## src/hdl/sorted_table_binary_search_core_macros.svh

```systemverilog
// Assertion helpers, clocked on clk_i and held off while rst_ni is low.
`ifndef SORTED_TABLE_BINARY_SEARCH_CORE_MACROS_SVH
`define SORTED_TABLE_BINARY_SEARCH_CORE_MACROS_SVH

// Property that holds on every sampled edge.
`define STBS_ASSERT(label, prop, msg) \
  label: assert property (@(posedge clk_i) disable iff (!rst_ni) (prop)) \
    else $error(msg);

// Condition on one edge implies a property on the next.
`define STBS_ASSERT_NEXT(label, pre, post, msg) \
  label: assert property (@(posedge clk_i) disable iff (!rst_ni) (pre) |=> (post)) \
    else $error(msg);

`endif

```

## src/hdl/stbs_pkg.sv

```systemverilog
package stbs_pkg;

  localparam int unsigned CapacityDef = 32;
  localparam int unsigned KeyBytesDef = 8;

  localparam logic [2:0] OP_INSERT = 3'd0;
  localparam logic [2:0] OP_UPDATE = 3'd1;
  localparam logic [2:0] OP_DELETE = 3'd2;
  localparam logic [2:0] OP_LOOKUP = 3'd3;
  localparam logic [2:0] OP_LIST   = 3'd4;

  localparam logic [1:0] ST_OK        = 2'd0;
  localparam logic [1:0] ST_FULL      = 2'd1;
  localparam logic [1:0] ST_NOT_FOUND = 2'd2;
  localparam logic [1:0] ST_EMPTY     = 2'd3;

  typedef struct packed {
    logic [63:0] key;
    logic [43:0] id_number;
    logic [15:0] page_count;
    logic [26:0] price_cents;
  } rec_t;

  localparam int unsigned RecWidth = $bits(rec_t);

  typedef struct packed {
    logic [2:0]  operation;
    logic [63:0] key;
    logic [43:0] id_number;
    logic [15:0] page_count;
    logic [26:0] price_cents;
  } cmd_t;

  typedef struct packed {
    logic [1:0]  status;
    logic [5:0]  position;
    logic [63:0] found_key;
    logic [43:0] found_id;
    logic [15:0] found_pages;
    logic [26:0] found_price;
    logic        last;
  } result_t;

endpackage

```

## src/hdl/stbs_ram.sv

```systemverilog
module stbs_ram #(
  parameter int unsigned WIDTH = stbs_pkg::RecWidth,
  parameter int unsigned DEPTH = stbs_pkg::CapacityDef
) (
  input  logic                     clk_i,
  input  logic                     we_i,
  input  logic [$clog2(DEPTH)-1:0] waddr_i,
  input  logic [WIDTH-1:0]         wdata_i,
  input  logic                     re_i,
  input  logic [$clog2(DEPTH)-1:0] raddr_i,
  output logic [WIDTH-1:0]         rdata_o
);

  logic [WIDTH-1:0] mem_q [DEPTH];
  logic [WIDTH-1:0] rdata_q;

  always_ff @(posedge clk_i) begin
    if (we_i) begin
      mem_q[waddr_i] <= wdata_i;
    end
    if (re_i) begin
      rdata_q <= mem_q[raddr_i];
    end
  end

  assign rdata_o = rdata_q;

endmodule

```

## config.mk

```make
export PLATFORM = sky130hd
export DESIGN_NAME = stbs_ram
export DESIGN_NICKNAME = d
export VERILOG_FILES = /design/src/hdl/sorted_table_binary_search_core_macros.svh /design/src/hdl/stbs_pkg.sv /design/src/hdl/stbs_ram.sv
export SDC_FILE = /design/constraint.sdc
export NUM_CORES = 2
export LEC_CHECK = 0
export BUFFER_PORTS_ARGS = -buffer_cell sky130_fd_sc_hd__buf_2
export CAP_MARGIN = 0
export CORE_MARGIN = 3
export CORE_UTILIZATION = 55
export CTS_CLUSTER_DIAMETER = 100
export CTS_CLUSTER_SIZE = 10
export DETAILED_ROUTE_END_ITERATION = 7
export GPL_TIMING_DRIVEN = 0
export MAX_ROUTING_LAYER = met4
export PLACE_DENSITY = 0.74
export SYNTH_ARGS = -nofsm -noshare
export SYNTH_HDL_FRONTEND = slang
export SYNTH_MEMORY_MAX_BITS = 65536
export SYNTH_SLANG_ARGS = --single-unit
export TNS_END_PERCENT = 20
```

## constraint.sdc

```tcl
create_clock -name clk_i -period 8.5 [get_ports clk_i]
set_input_delay 1.275 -clock clk_i [delete_from_list [all_inputs] [get_ports clk_i]]
set_output_delay 1.275 -clock clk_i [all_outputs]
set_load 0.03 [all_outputs]
```

==> impl_metrics.csv <==
group,metric,value,unit
final_layout,instances_no_fill,13370,
setup_path,critPathCaptureType,"register",
pwr,pwr-share-seq,53.5,%
logic_synthesis,synth_compound_area_share,2.424,%
logic_synthesis,synthTopCellsByArea,"edfxtp_1 81%, mux4_2 13%, o22ai_1 1.6%",
logic_synthesis,netlist_area,184800,um^2
logic_synthesis,synth-simple-area-share,0.8741,%
cts,postCtsHoldBufs,0,
grt,grt_pass1_vias,94540,
logic_synthesis,syn_inst,7716,
pwr,p_sw_share,21.38,%
final_layout,layout-drive-gt1-share,29.00,%
setup_path,endpoint,"rdata_o[43]",
grt,gr-total-overflow,0,
sta,hold_viol_final,0,
final_layout,mostFrequentLayoutCells,"4983 x edfxtp_1, 1068 x mux4_2, 584 x clkbuf_16",
worst_hold_path,hold_class,"primary input to register",
floorplanning,coreArea,334000,um^2
logic_synthesis,yosysWarnings,0,
route,first_iter_violations,15540,
status,status,"finished, final reports clean",
pwr,p_clk_share,41.4,%
placement,post-place-ws,2.668,ns
cts,cts_buffers,570,
floorplanning,rows,212,
final_layout,nFillCells,20320,
sta,maxSlewHeadroom,0.9633,%
sta,fin_ws,3.750,ns
sta,fin_crit,4.750,ns
logic_synthesis,synth_mux_area_share,14.53,%
setup_path,r2r_cells,3,
final_layout,mostFrequentLayoutCell,"edfxtp_1",
pwr,internal_power,40.47,mW
sta,fmax,0.2105,GHz
pwr,power.total,51.48,mW
setup_path,reg2reg_setup_slack,6.19,ns
placement,dpl.hpwl,309400,um
floorplanning,die_height,585.7,um
floorplanning,pin_count,315,
logic_synthesis,synth.avg_cell_area,23.95,um^2
logic_synthesis,yosys_register_bits,4983,
floorplanning,die_area,343000,um^2
flow_run,cap_viol_max_count,0,
logic_synthesis,synth_fa_ha_area_share,0,%
floorplanning,start_util,55.34,%
logic_synthesis,synth_top_area_share,80.97,%
cts,cts.clk_slew.worst_paths,0.06,ns
cts,worstSkewPairLatency,1.06,ns
route,drc,0,
cts,clk_path_buf_depth,4,
cts,clockRootBuffer,"clkbuf_16",
setup_path,cp_max_fo,10,
logic_synthesis,synth_top_family_by_area,"multiplexers",
grt,grt_max_degree,80,
logic_synthesis,synth_xor_area_share,0,%
logic_synthesis,ys_types,27,
setup_path,timing.rr.start,"mem_q[19][148]",
placement,dp.cells,12670,
setup_path,r2r_end,"rdata_o[148]",
floorplanning,die_x,585.7,um
cts,cts.sinks,4983,
placement,port_buffers,311,
cts,cts_resized,0,
pwr,powerDensity,241.9,nW/um^2
cts,cts_setup_buffers,0,
sta,final-setup-viol-count,0,
final_layout,num-nets-final,9016,
logic_synthesis,synth_nets,7880,
setup_path,worstSetupStartpoint,"raddr_i[3]",
route,wirelength,514900,um
pwr,combPwrFrac,5.0,%
route,ant_nets,0,
final_layout,fin_util,63.73,%
grt,grt_pass1_wl,718300,um
sta,slew_violations,0,
grt,grt_usage,30.88,%
route,first_pass_iters,5,
setup_path,worstSetupStartpointType,"primary input",
cts,htree_levels,6,
sta,rsz0062_at_grt,"false",
grt,antenna_found_initial,78,
setup_path,crit_required,9.16,ns
sta,fin_crit_sh,55.88,%
route,viasPerCell,7.007,
logic_synthesis,yosys.area.top_type,"edfxtp_1",
setup_path,critical_path_arrival,5.41,ns
route,vias,93670,
pwr,leakagePower,67.08,nW
setup_path,path_class,"primary input to register",
pwr,net-switching-power,11.00,mW
logic_synthesis,seq_area_frac_synth,80.97,%
sta,tightest_slew,1.486,ns
final_layout,area_growth,15.17,%
pwr,vdd_ir_drop_max,0.2131,mV
route,wl_per_cell,38.52,um
placement,gp_congestion,0.7995,
sta,finalClockSkew,0.02665,ns
cts,cts_tree,"yes",
## state kept, by name, indices dropped and copies added, names as in the netlist
name     flops
rdata_o    151
mem_q     4832
## stage by stage
| stage | TNS, ns | hold slack (ns) | area, um^2 |
|---|---|---|---|
| finish | 0 | 0.7107 | 212800 |
| floorplan | -775.18 | 0.7237 | 184800 |
| CTS | 0 | 0.6679 | 212700 |
| global placement | - | 0.7524 | 191800 |
| global route | 0 | 0.6984 | 212800 |
| detailed placement | 0 | 0.7506 | 197400 |
## worst max-delay path: stages
cell	delay, ns
buf_2	0.12
buf_2	0.21
nand3_1	0.87
buf_2	0.59
clkbuf_1	0.91
o22ai_1	0.23
nor4_1	1.13
## cell type report
type	instances	area, um^2	share of cell area (%)
Antenna cell	70	175.2	0.08230
Buffer	426	2225	1.045
Clock buffer	584	14610	6.866
Clock inverter	46	615.6	0.2892
Multi-Input combinational cell	2307	33260	15.63
Sequential cell	4983	149600	70.31
Tap cell	4387	5489	2.579
Timing Repair Buffer	564	6827	3.207
## synthesized netlist by cell type, drive strengths merged
master	count
buf	287
or3b	4
or2	1
and3	1
edfxtp	4983
o22ai	464
or3	2
mux2i	280
nand3	73
nor3b	1
nand3b	6
nor2b	3
nor4	116
nand2b	1
and2	1
nand4	35
a22oi	210
nor2	36
mux4	1068
nand2	4
clkbuf	139
and3b	1
## routing by layer
metal	up-vias	wire, um	track usage [%]
met1	48680	171200	39.29
met4	0	31170	15.94
li1	35650	-	-
met2	7907	248500	47.01
met3	1430	64030	7.237
met5	-	0	-
## power groups by stage
stage,clock network (mW),logic (mW),registers (mW)
after global routing,22.3,2.70,27.6
final,21.3,2.59,27.6
after global placement,0,2.38,28.1
after detailed placement,0,2.53,28.0
after CTS,21.4,2.58,27.6
after floorplan,0,1.19,28.2
## cells by family (layout without fill, tap and decap cells)
family,count (synthesis),count (layout)
flip-flops,4983,4983
AND/OR/NAND/NOR,285,285
multiplexers,1348,1348
AO/OA/AOI/OAI,674,674
other,0,70
buffers and inverters,426,1620
## how the worst min path moves through the flow
stage / from / end / slack, ns / depth (start not counted)
after global placement: mem_q[30][17] / rdata_o[17] / 0.75 / 3
after detailed placement: mem_q[30][18] / rdata_o[18] / 0.75 / 3
final: wdata_i[50] / mem_q[22][50] / 0.71 / 1
after CTS: wdata_i[50] / mem_q[22][50] / 0.67 / 1
after global routing: wdata_i[50] / mem_q[22][50] / 0.70 / 1
after floorplan: mem_q[30][105] / rdata_o[105] / 0.72 / 3
Power figures use the tool's default switching activity.
